File: src/hw/rtl/cio_pkg.sv
// Shared types and constants for the console I/O port controller.
// No dependencies; imported by the channel interfaces and the core.
package cio_pkg;

  // Where an access goes.
  typedef enum logic [3:0] {
    ROUTE_LOCAL  = 4'd0,
    ROUTE_VCNT   = 4'd1,
    ROUTE_HCNT   = 4'd2,
    ROUTE_VSTAT  = 4'd3,
    ROUTE_VDRD   = 4'd4,
    ROUTE_VDWR   = 4'd5,
    ROUTE_VCWR   = 4'd6,
    ROUTE_PSG    = 4'd7,
    ROUTE_NONE   = 4'd8
  } route_t;

  // Access kind.
  typedef enum logic {
    MODE_READ  = 1'b0,
    MODE_WRITE = 1'b1
  } mode_t;

  // Configuration register indexes.
  localparam int unsigned CFG_IDX_W = 2;
  typedef enum logic [CFG_IDX_W-1:0] {
    CFG_TH_FOLLOW    = 2'd0,
    CFG_HANDHELD     = 2'd1,
    CFG_LOW_MAP      = 2'd2
  } cfg_idx_t;

  // Port address quadrants (port[7:6]).
  typedef enum logic [1:0] {
    QUAD_LOW  = 2'd0,
    QUAD_CNT  = 2'd1,
    QUAD_VDP  = 2'd2,
    QUAD_PADS = 2'd3
  } quad_t;

  localparam logic [7:0] PORT_HANDHELD  = 8'h02;
  localparam logic [7:0] PORT_PAUSE     = 8'h00;
  localparam logic [7:0] PORT_LOW_ZERO  = 8'h07;
  localparam logic [6:0] PAD_ABSENT     = 7'h7F;
  localparam logic [7:0] PAUSE_BASE     = 8'h40;
  localparam logic [7:0] BYTE_ONES      = 8'hFF;
  localparam logic [3:0] PIN_RESET      = 4'hF;

  // One input transaction.
  typedef struct packed {
    logic       mode;
    logic [7:0] port;
    logic [7:0] data;
    logic [6:0] pad_a_pins;
    logic [6:0] pad_b_pins;
    logic       pause_pressed;
  } req_t;

  // One result transaction.
  typedef struct packed {
    logic [7:0] read_data;
    route_t     route;
    logic       bios_enabled;
    logic       cart_enabled;
    logic       io_disabled;
  } rsp_t;

endpackage

File: src/hw/rtl/cio_if.sv
// Valid/ready channel interfaces for the console I/O port controller.
// Depends on cio_pkg.

interface cio_req_if (input logic clk);
  import cio_pkg::*;
  logic       valid;
  logic       ready;
  logic       mode;
  logic [7:0] port;
  logic [7:0] data;
  logic [6:0] pad_a_pins;
  logic [6:0] pad_b_pins;
  logic       pause_pressed;

  modport source (input clk, ready,
                  output valid, mode, port, data, pad_a_pins, pad_b_pins, pause_pressed);
  modport sink   (input clk, valid, mode, port, data, pad_a_pins, pad_b_pins, pause_pressed,
                  output ready);
endinterface

interface cio_rsp_if (input logic clk);
  import cio_pkg::*;
  logic       valid;
  logic       ready;
  logic [7:0] read_data;
  logic [3:0] route;
  logic       bios_enabled;
  logic       cart_enabled;
  logic       io_disabled;

  modport source (input clk, ready,
                  output valid, read_data, route, bios_enabled, cart_enabled, io_disabled);
  modport sink   (input clk, valid, read_data, route, bios_enabled, cart_enabled, io_disabled,
                  output ready);
endinterface

File: src/hw/rtl/console_io_port_controller_core.sv
// Console I/O port controller core: port decode, local registers, pad merge.
// Depends on cio_pkg and the channel interfaces in cio_if.sv.
//
// Each req transaction is one CPU IN or OUT access to an 8-bit port. It is
// captured in an input register, decoded by one level of logic against the
// memory-control, I/O-control and handheld registers, and the answer lands
// in a result register. One transaction per cycle sustained while rsp accepts,
// as the input register refills in the same cycle the result register loads.
// A result stalled on rsp holds a full input register, so req.ready drops.
// Accesses to video or sound ports only report the route; read_data is the
// local read byte and zero otherwise. bios/cart/io flags report their values
// after the access. Configuration (th_follow_dir, handheld_variant,
// low_port_map) is written through cfg_we/cfg_idx/cfg_wdata; the user must do
// so only while the block is idle, which the block does not enforce; writes
// to an unused index are dropped.
module console_io_port_controller_core (
  input  logic                             clk,
  input  logic                             rst,
  cio_req_if.sink                          req,
  cio_rsp_if.source                        rsp,
  input  logic                             cfg_we,
  input  logic [cio_pkg::CFG_IDX_W-1:0]    cfg_idx,
  input  logic                             cfg_wdata
);
  import cio_pkg::*;

  // Configuration
  logic th_follow_dir, handheld_variant, low_port_map;

  // Block state
  logic [3:0] pin_direction, pin_level;
  logic [7:0] handheld_reg;
  logic       bios_on, cart_on, io_off;

  // Input register
  logic s1_valid;
  req_t s1;

  // Result register
  logic out_valid;
  rsp_t out;

  logic out_load, s1_adv;

  assign out_load  = s1_valid && (!out_valid || rsp.ready);
  assign s1_adv    = out_load;
  assign req.ready = !s1_valid || s1_adv;

  always_ff @(posedge clk) begin
    if (rst) begin
      th_follow_dir    <= 1'b0;
      handheld_variant <= 1'b0;
      low_port_map     <= 1'b0;
    end else if (cfg_we) begin
      unique case (cfg_idx)
        CFG_TH_FOLLOW:    th_follow_dir    <= cfg_wdata;
        CFG_HANDHELD:     handheld_variant <= cfg_wdata;
        CFG_LOW_MAP:      low_port_map     <= cfg_wdata;
        default: ;
      endcase
    end
  end

  // ---- decode of the registered access ----
  logic [6:0] pb;
  logic [7:0] p1, p2, low_rd, rd;
  logic       odd;
  quad_t      quad;
  route_t     route;

  logic [3:0] pin_direction_next, pin_level_next;
  logic [7:0] handheld_reg_next;
  logic       bios_on_next, cart_on_next, io_off_next;

  assign pb   = handheld_variant ? PAD_ABSENT : s1.pad_b_pins;
  assign odd  = s1.port[0];
  assign quad = quad_t'(s1.port[7:6]);

  // Port 1 view: pad A pins 0-5, pad B up/down on top; A.TR from level if output.
  always_comb begin
    p1 = {pb[1:0], s1.pad_a_pins[5:0]};
    if (!pin_direction[0]) p1[5] = pin_level[0];
  end

  // Port 2 view: pad B left..TR, two fixed ones, A.TH, B.TH.
  always_comb begin
    p2 = {pb[6], s1.pad_a_pins[6], 2'b11, pb[5:2]};
    if (!pin_direction[2]) p2[3] = pin_level[2];
    if (!pin_direction[1]) p2[6] = pin_level[1];
    if (!pin_direction[3]) p2[7] = pin_level[3];
  end

  // Low port reads: open bus, or the handheld map.
  always_comb begin
    priority if (!low_port_map)               low_rd = s1.data;
    else if (s1.port == PORT_PAUSE)
      low_rd = PAUSE_BASE | {(handheld_variant && s1.pause_pressed), 7'd0};
    else if (s1.port == PORT_HANDHELD)        low_rd = handheld_reg;
    else if (s1.port <= PORT_LOW_ZERO)        low_rd = 8'd0;
    else                                      low_rd = BYTE_ONES;
  end

  always_comb begin
    rd                 = 8'd0;
    route              = ROUTE_NONE;
    pin_direction_next = pin_direction;
    pin_level_next     = pin_level;
    handheld_reg_next  = handheld_reg;
    bios_on_next       = bios_on;
    cart_on_next       = cart_on;
    io_off_next        = io_off;
    if (mode_t'(s1.mode) == MODE_READ) begin
      unique case (quad)
        QUAD_LOW: begin
          route = ROUTE_LOCAL;
          rd    = low_rd;
        end
        QUAD_CNT:  route = odd ? ROUTE_HCNT : ROUTE_VCNT;
        QUAD_VDP:  route = odd ? ROUTE_VSTAT : ROUTE_VDRD;
        QUAD_PADS: begin
          route = ROUTE_LOCAL;
          rd    = odd ? p2 : p1;
        end
        default: ;
      endcase
    end else begin
      priority if (s1.port == PORT_HANDHELD) begin
        route             = ROUTE_LOCAL;
        handheld_reg_next = s1.data;
      end else if (quad == QUAD_LOW) begin
        route = ROUTE_LOCAL;
        if (odd) begin
          // I/O control: direction in low nibble; TH level may follow TH dir
          pin_direction_next = s1.data[3:0];
          pin_level_next = th_follow_dir
                         ? {s1.data[3], pin_level[2], s1.data[1], pin_level[0]}
                         : s1.data[7:4];
        end else begin
          // memory control; handheld ignores BIOS/cart bits
          if (!handheld_variant) begin
            bios_on_next = !s1.data[3];
            cart_on_next = !s1.data[6];
          end
          io_off_next = s1.data[2];
        end
      end else if (quad == QUAD_CNT) begin
        route = ROUTE_PSG;
      end else if (quad == QUAD_VDP) begin
        route = odd ? ROUTE_VCWR : ROUTE_VDWR;
      end else begin
        route = ROUTE_NONE;
      end
    end
  end

  // ---- pipeline and state registers ----
  always_ff @(posedge clk) begin
    if (rst) begin
      s1_valid      <= 1'b0;
      out_valid     <= 1'b0;
      pin_direction <= PIN_RESET;
      pin_level     <= PIN_RESET;
      handheld_reg  <= 8'd0;
      bios_on       <= 1'b1;
      cart_on       <= 1'b1;
      io_off        <= 1'b0;
    end else begin
      if (req.ready) s1_valid <= req.valid;
      if (out_load) begin
        out_valid     <= 1'b1;
        pin_direction <= pin_direction_next;
        pin_level     <= pin_level_next;
        handheld_reg  <= handheld_reg_next;
        bios_on       <= bios_on_next;
        cart_on       <= cart_on_next;
        io_off        <= io_off_next;
      end else if (rsp.ready) begin
        out_valid <= 1'b0;
      end
    end
  end

  // Payload registers: no reset needed.
  always_ff @(posedge clk) begin
    if (req.valid && req.ready) begin
      s1.mode          <= req.mode;
      s1.port          <= req.port;
      s1.data          <= req.data;
      s1.pad_a_pins    <= req.pad_a_pins;
      s1.pad_b_pins    <= req.pad_b_pins;
      s1.pause_pressed <= req.pause_pressed;
    end
    if (out_load) begin
      out.read_data    <= rd;
      out.route        <= route;
      out.bios_enabled <= bios_on_next;
      out.cart_enabled <= cart_on_next;
      out.io_disabled  <= io_off_next;
    end
  end

  assign rsp.valid        = out_valid;
  assign rsp.read_data    = out.read_data;
  assign rsp.route        = out.route;
  assign rsp.bios_enabled = out.bios_enabled;
  assign rsp.cart_enabled = out.cart_enabled;
  assign rsp.io_disabled  = out.io_disabled;

endmodule
File: src/flat_wrapper.sv
// flat-port wrapper written by rule: the top's interface ports become plain ports
module console_io_port_controller_core_flat import cio_pkg::*;
  (clk, rst, cfg_we, cfg_idx, cfg_wdata, req_valid, req_mode, req_port, req_data, req_pad_a_pins, req_pad_b_pins, req_pause_pressed, req_ready, rsp_ready, rsp_valid, rsp_read_data, rsp_route, rsp_bios_enabled, rsp_cart_enabled, rsp_io_disabled);
  cio_req_if req_i (.clk(clk));
  cio_rsp_if rsp_i (.clk(clk));
  input  logic clk;
  input  logic rst;
  input  logic cfg_we;
  input  logic [cio_pkg::CFG_IDX_W-1:0] cfg_idx;
  input  logic cfg_wdata;
  input wire logic [$bits(req_i.valid)-1:0] req_valid;
  input wire logic [$bits(req_i.mode)-1:0] req_mode;
  input wire logic [$bits(req_i.port)-1:0] req_port;
  input wire logic [$bits(req_i.data)-1:0] req_data;
  input wire logic [$bits(req_i.pad_a_pins)-1:0] req_pad_a_pins;
  input wire logic [$bits(req_i.pad_b_pins)-1:0] req_pad_b_pins;
  input wire logic [$bits(req_i.pause_pressed)-1:0] req_pause_pressed;
  output wire logic [$bits(req_i.ready)-1:0] req_ready;
  input wire logic [$bits(rsp_i.ready)-1:0] rsp_ready;
  output wire logic [$bits(rsp_i.valid)-1:0] rsp_valid;
  output wire logic [$bits(rsp_i.read_data)-1:0] rsp_read_data;
  output wire logic [$bits(rsp_i.route)-1:0] rsp_route;
  output wire logic [$bits(rsp_i.bios_enabled)-1:0] rsp_bios_enabled;
  output wire logic [$bits(rsp_i.cart_enabled)-1:0] rsp_cart_enabled;
  output wire logic [$bits(rsp_i.io_disabled)-1:0] rsp_io_disabled;
  assign req_i.valid = req_valid;
  assign req_i.mode = req_mode;
  assign req_i.port = req_port;
  assign req_i.data = req_data;
  assign req_i.pad_a_pins = req_pad_a_pins;
  assign req_i.pad_b_pins = req_pad_b_pins;
  assign req_i.pause_pressed = req_pause_pressed;
  assign req_ready = req_i.ready;
  assign rsp_i.ready = rsp_ready;
  assign rsp_valid = rsp_i.valid;
  assign rsp_read_data = rsp_i.read_data;
  assign rsp_route = rsp_i.route;
  assign rsp_bios_enabled = rsp_i.bios_enabled;
  assign rsp_cart_enabled = rsp_i.cart_enabled;
  assign rsp_io_disabled = rsp_i.io_disabled;
  console_io_port_controller_core u_core (.clk(clk), .rst(rst), .req(req_i), .rsp(rsp_i), .cfg_we(cfg_we), .cfg_idx(cfg_idx), .cfg_wdata(cfg_wdata));
endmodule
File: config.mk
export PLATFORM = sky130hd
export DESIGN_NAME = console_io_port_controller_core_flat
export DESIGN_NICKNAME = d
export VERILOG_FILES = /design/src/hw/rtl/cio_pkg.sv /design/src/hw/rtl/cio_if.sv /design/src/hw/rtl/console_io_port_controller_core.sv /design/src/flat_wrapper.sv
export SDC_FILE = /design/constraint.sdc
export NUM_CORES = 1
export LEC_CHECK = 0
export BUFFER_PORTS_ARGS = -buffer_cell sky130_fd_sc_hd__buf_2
export CELL_PAD_IN_SITES_DETAIL_PLACEMENT = 1
export CELL_PAD_IN_SITES_GLOBAL_PLACEMENT = 2
export CORE_ASPECT_RATIO = 0.7
export CORE_MARGIN = 8
export CORE_UTILIZATION = 36
export DETAILED_ROUTE_END_ITERATION = 8
export PLACE_DENSITY = 0.84
export SLEW_MARGIN = 25
export SYNTH_ARGS = -nofsm -noshare
export SYNTH_HDL_FRONTEND = slang
export SYNTH_SLANG_ARGS = --single-unit
File: constraint.sdc
create_clock -name clk -period 2.9 [get_ports clk]
set_input_delay 0.87 -clock clk [delete_from_list [all_inputs] [get_ports clk]]
set_output_delay 0.87 -clock clk [all_outputs]
set_load 0.02 [all_outputs]
---- Word level (Yosys, flattened, before mapping) ----
Index checks and enable logic that the tools add are counted.
storage, ports and cells
  ROM bits ................................ 0
  logic and storage cells ................. 89
  bits in latches ......................... 0
  memories kept ........................... 0
  bits in writable memories ............... 0
  register bits after elaboration ......... 71
cells by class
  multiply operators ...................... 0
  shifts and indexed selects .............. 0
  reduce and logical (&&, ||, !) cells .... 20
  bitwise gates (word level) .............. 2
  order comparisons ....................... 1
  div/mod/pow operators ................... 0
  equality and inequality tests ........... 6
  multiplexer cells ....................... 37
  add/subtract/negate cells ............... 0
operators with widths
  kind                                                  count
  2-to-1 mux 8 bit                                      5
  2-to-1 mux 4 bit                                      6
  2-to-1 mux 1 bit                                      20
  one-hot mux 8 bit (2 select lines)                    1
  one-hot mux 4 bit (3 select lines)                    1
  equality test 8 x 2 -> 1 bit (second input constant)  1
  <= comparator 8 x 3 -> 1 bit (second input constant)  1
  zero test 8 bit                                       1
  2-to-1 mux 7 bit                                      1
  equality test 2 bit (second input constant)           3
  AND reduction 2 bit                                   3
  AND reduction 6 bit                                   1
  AND reduction 5 bit                                   1
  equality test 2 x 1 -> 1 bit (second input constant)  2
  zero test 1 bit                                       4
  zero test 2 bit                                       2
  2-to-1 mux 2 bit                                      2
  logical AND 1 bit                                     3
  2-to-1 mux 3 bit                                      1
  AND reduction 3 bit                                   1
  logical OR 1 bit                                      2
  NOT 1 bit                                             2
  nonzero test 2 bit                                    1
  OR reduction 2 bit                                    1

---- Depth between registers and ports, before layout ----
  word-level depth ........................ 6
  mapped depth ............................ 8

---- Worst setup path before layout ----
Ideal clock, no wire load.
  path type ............................... in2reg
  start ................................... input port rsp_ready
  end ..................................... register u_core.s1, in the netlist u_core.odd (enable)
  data arrival time ....................... 1966 ps
  stages on the path ...................... 3
  slack ................................... 542 ps
  buffers on the path ..................... 0
  setup time .............................. 392 ps
  data required time ...................... 2508 ps
  cell sequence ........................... nor2b_1 > nand2_1 > and2_1
on the way
  word-level cells in the longest chain between the ends .. 4
ends and longest elaborated chain
  what                line                                    source
  start: declaration  flat_wrapper.sv:19                      input wire logic [$bits(rsp_i.ready)-1:0] rsp_ready;
  logical OR 1 bit    console_io_port_controller_core.sv:45   assign out_load = s1_valid && (!out_valid || rsp.ready);
  logical AND 1 bit   console_io_port_controller_core.sv:45
  logical OR 1 bit    console_io_port_controller_core.sv:47   assign req.ready = !s1_valid || s1_adv;
  via req_ready       flat_wrapper.sv:18                      output wire logic [$bits(req_i.ready)-1:0] req_ready;
  logical AND 1 bit   console_io_port_controller_core.sv:185  if (req.valid && req.ready) begin
  end: declaration    console_io_port_controller_core.sv:37   req_t s1;
The timed path passes the listed nets, and every way through them passes these cells.
A chain may end at the register's enable or synchronous reset.

---- Worst setup path in the final report ----
  start ................................... input port rsp_ready
  end ..................................... output port req_ready
on the way
  word-level cells in the longest chain between the ends .. 3
ends and longest elaborated chain
  what               line
  logical OR 1 bit   console_io_port_controller_core.sv:45
  logical AND 1 bit  console_io_port_controller_core.sv:45
  logical OR 1 bit   console_io_port_controller_core.sv:47
  end: declaration   flat_wrapper.sv:18
No other way between the ends.

==> results.rst <==
.. list-table::
   :header-rows: 1

   * - Metric
     - Value
   * - Result of the run
     - complete, no violations
   * - Number of flip-flops under the largest register name
     - 24
   * - Setup-failing EPs final
     - 0
   * - GRT Overall Usage
     - roughly an eighth
   * - Sum Neg Setup Slack
     - 0 ps
   * - Path type of the worst min-delay path
     - reg -> reg
   * - DRC errors left
     - 0
   * - Final antenna-violating net count
     - 0
   * - Number of antenna violations at the first check in global routing
     - 0
   * - Mean cell area of the mapped netlist
     - 11.9 um2
   * - Delay of the slowest critical-path stage
     - approximately 330 ps
   * - Final Hold Violating Endpoints
     - 0
   * - Number of standard-cell rows in the floorplan
     - 27
   * - Cell area after placement
     - 0.00334 mm2
   * - Cells resized by post-CTS repair
     - 0
   * - Synth Warn #
     - 0
   * - Commonest non-fill, non-tap cell in the layout
     - sky130_fd_sc_hd__buf_2
   * - Ant diodes
     - 0
   * - Final worst path period share
     - a little under nine tenths
   * - Global-route wire length before repair
     - 11.8 mm
   * - Total standard cell area after synthesis
     - between 0.002 and 0.003 mm2
   * - Post-synth EDFFs
     - 47
   * - H-Tree Level Count
     - 3
   * - Setup crit start kind
     - primary input
   * - Clock sink total
     - 71
   * - Clock tree root buffer cell
     - sky130_fd_sc_hd__clkbuf_16
   * - Count of hold buffers inserted by post-cts repair
     - 0
   * - Pins over their slew limit
     - 0
   * - Crit. End Element
     - output port
   * - Cell mode on critical path
     - sky130_fd_sc_hd__buf_2
   * - Number of global-route vias before repair
     - approximately 2200
   * - PwrDens
     - ~630 mW/mm2
   * - Total die area
     - between 0.01 and 0.015 mm2
   * - Inst Count DP
     - 398
   * - Maximum buffer depth of the clock tree
     - 2
   * - Worst relative slew slack
     - 56.6%
   * - Crit path cell chain
     - buf_2, nor2b_1, nand2_1, buf_2
   * - Core box area
     - 0.00794 mm2
   * - Post-Syn Nets
     - ~300
   * - Final std cell area, no fill
     - 0.00361 mm2
   * - Max capacitance violation total
     - 0
   * - Worst-case vdd ir drop
     - between 0.2 and 0.3 mV
   * - WL final
     - approximately 7.3 mm
   * - Crit path required time
     - just over 2000 ps
   * - Initial cell density of the core
     - 37.5%
   * - Count of boundary I/O pins
     - 57
   * - Most frequent cells in the layout
     - 56 x sky130_fd_sc_hd__buf_2, 47 x sky130_fd_sc_hd__edfxtp_1, 24 x sky130_fd_sc_hd__dfxtp_1, 23 x sky130_fd_sc_hd__o21ai_0, 22 x sky130_fd_sc_hd__nor2_1
   * - Setup ws final
     - approximately 430 ps
   * - Average wire length per cell after detail routing
     - about 18 um
   * - Area grow syn2layout
     - 21.4%
   * - Via Count
     - around 2100
   * - DRC marker count from the first detailed-route iteration
     - 121
   * - Unique masters post-synth
     - 38
   * - Max frequency
     - 0.406 GHz
   * - Leakage power
     - between 1 and 1.5 nW
   * - Data arrival, critical path
     - 1600 ps
   * - TritonCTS clock tree
     - built
   * - Worst hold path cell count
     - 2
   * - Total of buffers placed on input and output ports
     - 56
   * - Number of instances in the synthesized netlist
     - ~250
   * - Share of synthesized flip-flops with an asynchronous set or reset
     - 0%
   * - Number of detailed-routing iterations run before antenna repair
     - 4
   * - RSZ-0062 raised after global routing
     - false
   * - Avg Vias per Cell
     - approximately 5.1
   * - Cell with the largest stage delay on the worst path
     - sky130_fd_sc_hd__nor2b_1
   * - Crit Path Category
     - in -> out
   * - Fin nets
     - about 350
   * - Critical path fanouts, max
     - 6
   * - # Post-CTS Setup Buffers
     - 0
   * - Final setup skew
     - roughly 8.7 ps
   * - Commonest register cell after synthesis
     - sky130_fd_sc_hd__edfxtp_1
   * - Worst-margin pin slew
     - between 600 and 700 ps
   * - Maximum number of pins on one net before global-route repair
     - 39
   * - Worst slack at placement
     - about 430 ps
   * - Clock-pin transition on the worst setup and hold timing paths
     - around 50 ps
   * - Die X-Extent
     - around 120 um
   * - Global route total overflow
     - 0
   * - Post-detail-place hpwl
     - approximately 5.2 mm
   * - Layout cell share with drive strength beyond 1
     - 25.2%
   * - Final Core Density
     - between 40% and 50%
   * - Sequential cell area fraction in the yosys report
     - 63.6%
   * - Post-synthesis register bit count
     - 71
   * - Die span in y
     - 92.1 um
   * - Clock network latency to the later pin of the worst-skew pair
     - 330 ps
   * - Number of clock buffers inserted by TritonCTS
     - 9
   * - Number of cells on the worst reg-to-reg path
     - 6
   * - Shortest period the worst path allows
     - ~2500 ps
   * - Weighted congestion at the end of routability-driven global placement
     - between 0.7 and 0.8
   * - Cell Count, Final, Fillers Out
     - 414
## cell families (layout without fill, tap and decap cells)
logic type                 count (synthesis)  after routing  share of synthesized area (%)
muxes                                     13             13                           4.75
AOI/OAI and AO/OA                         64             64                           12.9
DFF                                       71             71                           63.6
buffers and inverters                     21             83                           3.20
and+or+nand+nor                           78             78                           13.9
adders and majority gates                  4              4                           1.68
## through the flow
stage	power (W)	hold slack, ps
global route	0.00237	506
CTS	0.00230	483
detailed placement	0.00132	473
floorplan	0.00125	446
global placement	0.00131	462
finish	0.00228	484
## cell usage after synthesis, types with 2 or more instances
cell type                   instances  share of area (%)
sky130_fd_sc_hd__ha_1               4                1.7
sky130_fd_sc_hd__o22ai_1            9                1.9
sky130_fd_sc_hd__a21oi_1           15                2.5
sky130_fd_sc_hd__o221ai_1           3               0.88
sky130_fd_sc_hd__o21ai_0           23                3.9
sky130_fd_sc_hd__o21a_1             3               0.76
sky130_fd_sc_hd__nand2b_1           9                1.9
sky130_fd_sc_hd__nor2b_1           13                2.7
sky130_fd_sc_hd__nand3_1            3               0.50
sky130_fd_sc_hd__a211o_1            2               0.59
sky130_fd_sc_hd__mux2i_1           10                3.4
sky130_fd_sc_hd__a211oi_1           3               0.76
sky130_fd_sc_hd__nand2_1            9                1.1
sky130_fd_sc_hd__and2_1             3               0.63
sky130_fd_sc_hd__mux2_4             2                1.0
sky130_fd_sc_hd__nor4_1             2               0.42
sky130_fd_sc_hd__nor3_1             7                1.2
sky130_fd_sc_hd__inv_1              6               0.76
sky130_fd_sc_hd__a2111oi_0          3               0.88
sky130_fd_sc_hd__clkbuf_1          11                1.4
sky130_fd_sc_hd__dfxtp_1           24                 16
sky130_fd_sc_hd__buf_6              2               0.76
sky130_fd_sc_hd__nand3b_1           2               0.50
sky130_fd_sc_hd__edfxtp_1          47                 47
sky130_fd_sc_hd__nor3b_1            2               0.50
sky130_fd_sc_hd__nor2_1            22                2.8
## final timing paths
check	startpoint	endpoint	slack, ps
max	rsp_ready	req_ready	430
min	u_core.io_off	u_core.io_off	480
max reg2reg	u_core.quad[1]	u_core.pin_level[3]	580
min reg2reg	u_core.io_off	u_core.io_off	480
## layer usage
layer | global-route usage, % | share of wire, %
met1 | 17.0 | 51
met2 | 19.3 | 43
met3 | 5.41 | 5.7
met4 | 4.20 | 0.34
met5 | 0 | 0
## final cells by class
| class | count | area [um2] |
|---|---|---|
| fill | 868 | 4330 |
| sequential | 71 | 1890 |
| multi-input combinational | 159 | 988 |
| timing repair buffer | 60 | 310 |
| clock buffer | 12 | 246 |
| tap | 101 | 126 |
| inverter | 7 | 26.3 |
| clock inverter | 4 | 21.3 |
## report_power, final
part,switching [W],internal [W]
registers,0.0000297,0.00113
logic,0.0000836,0.0000570
clock network,0.000384,0.000596
total,0.000497,0.00178
## critical path: cells and delay by family
kind,cells,cell delay [ps]
buf+inv,2,280
simple gates,2,450
Power figures use the tool's default switching activity.
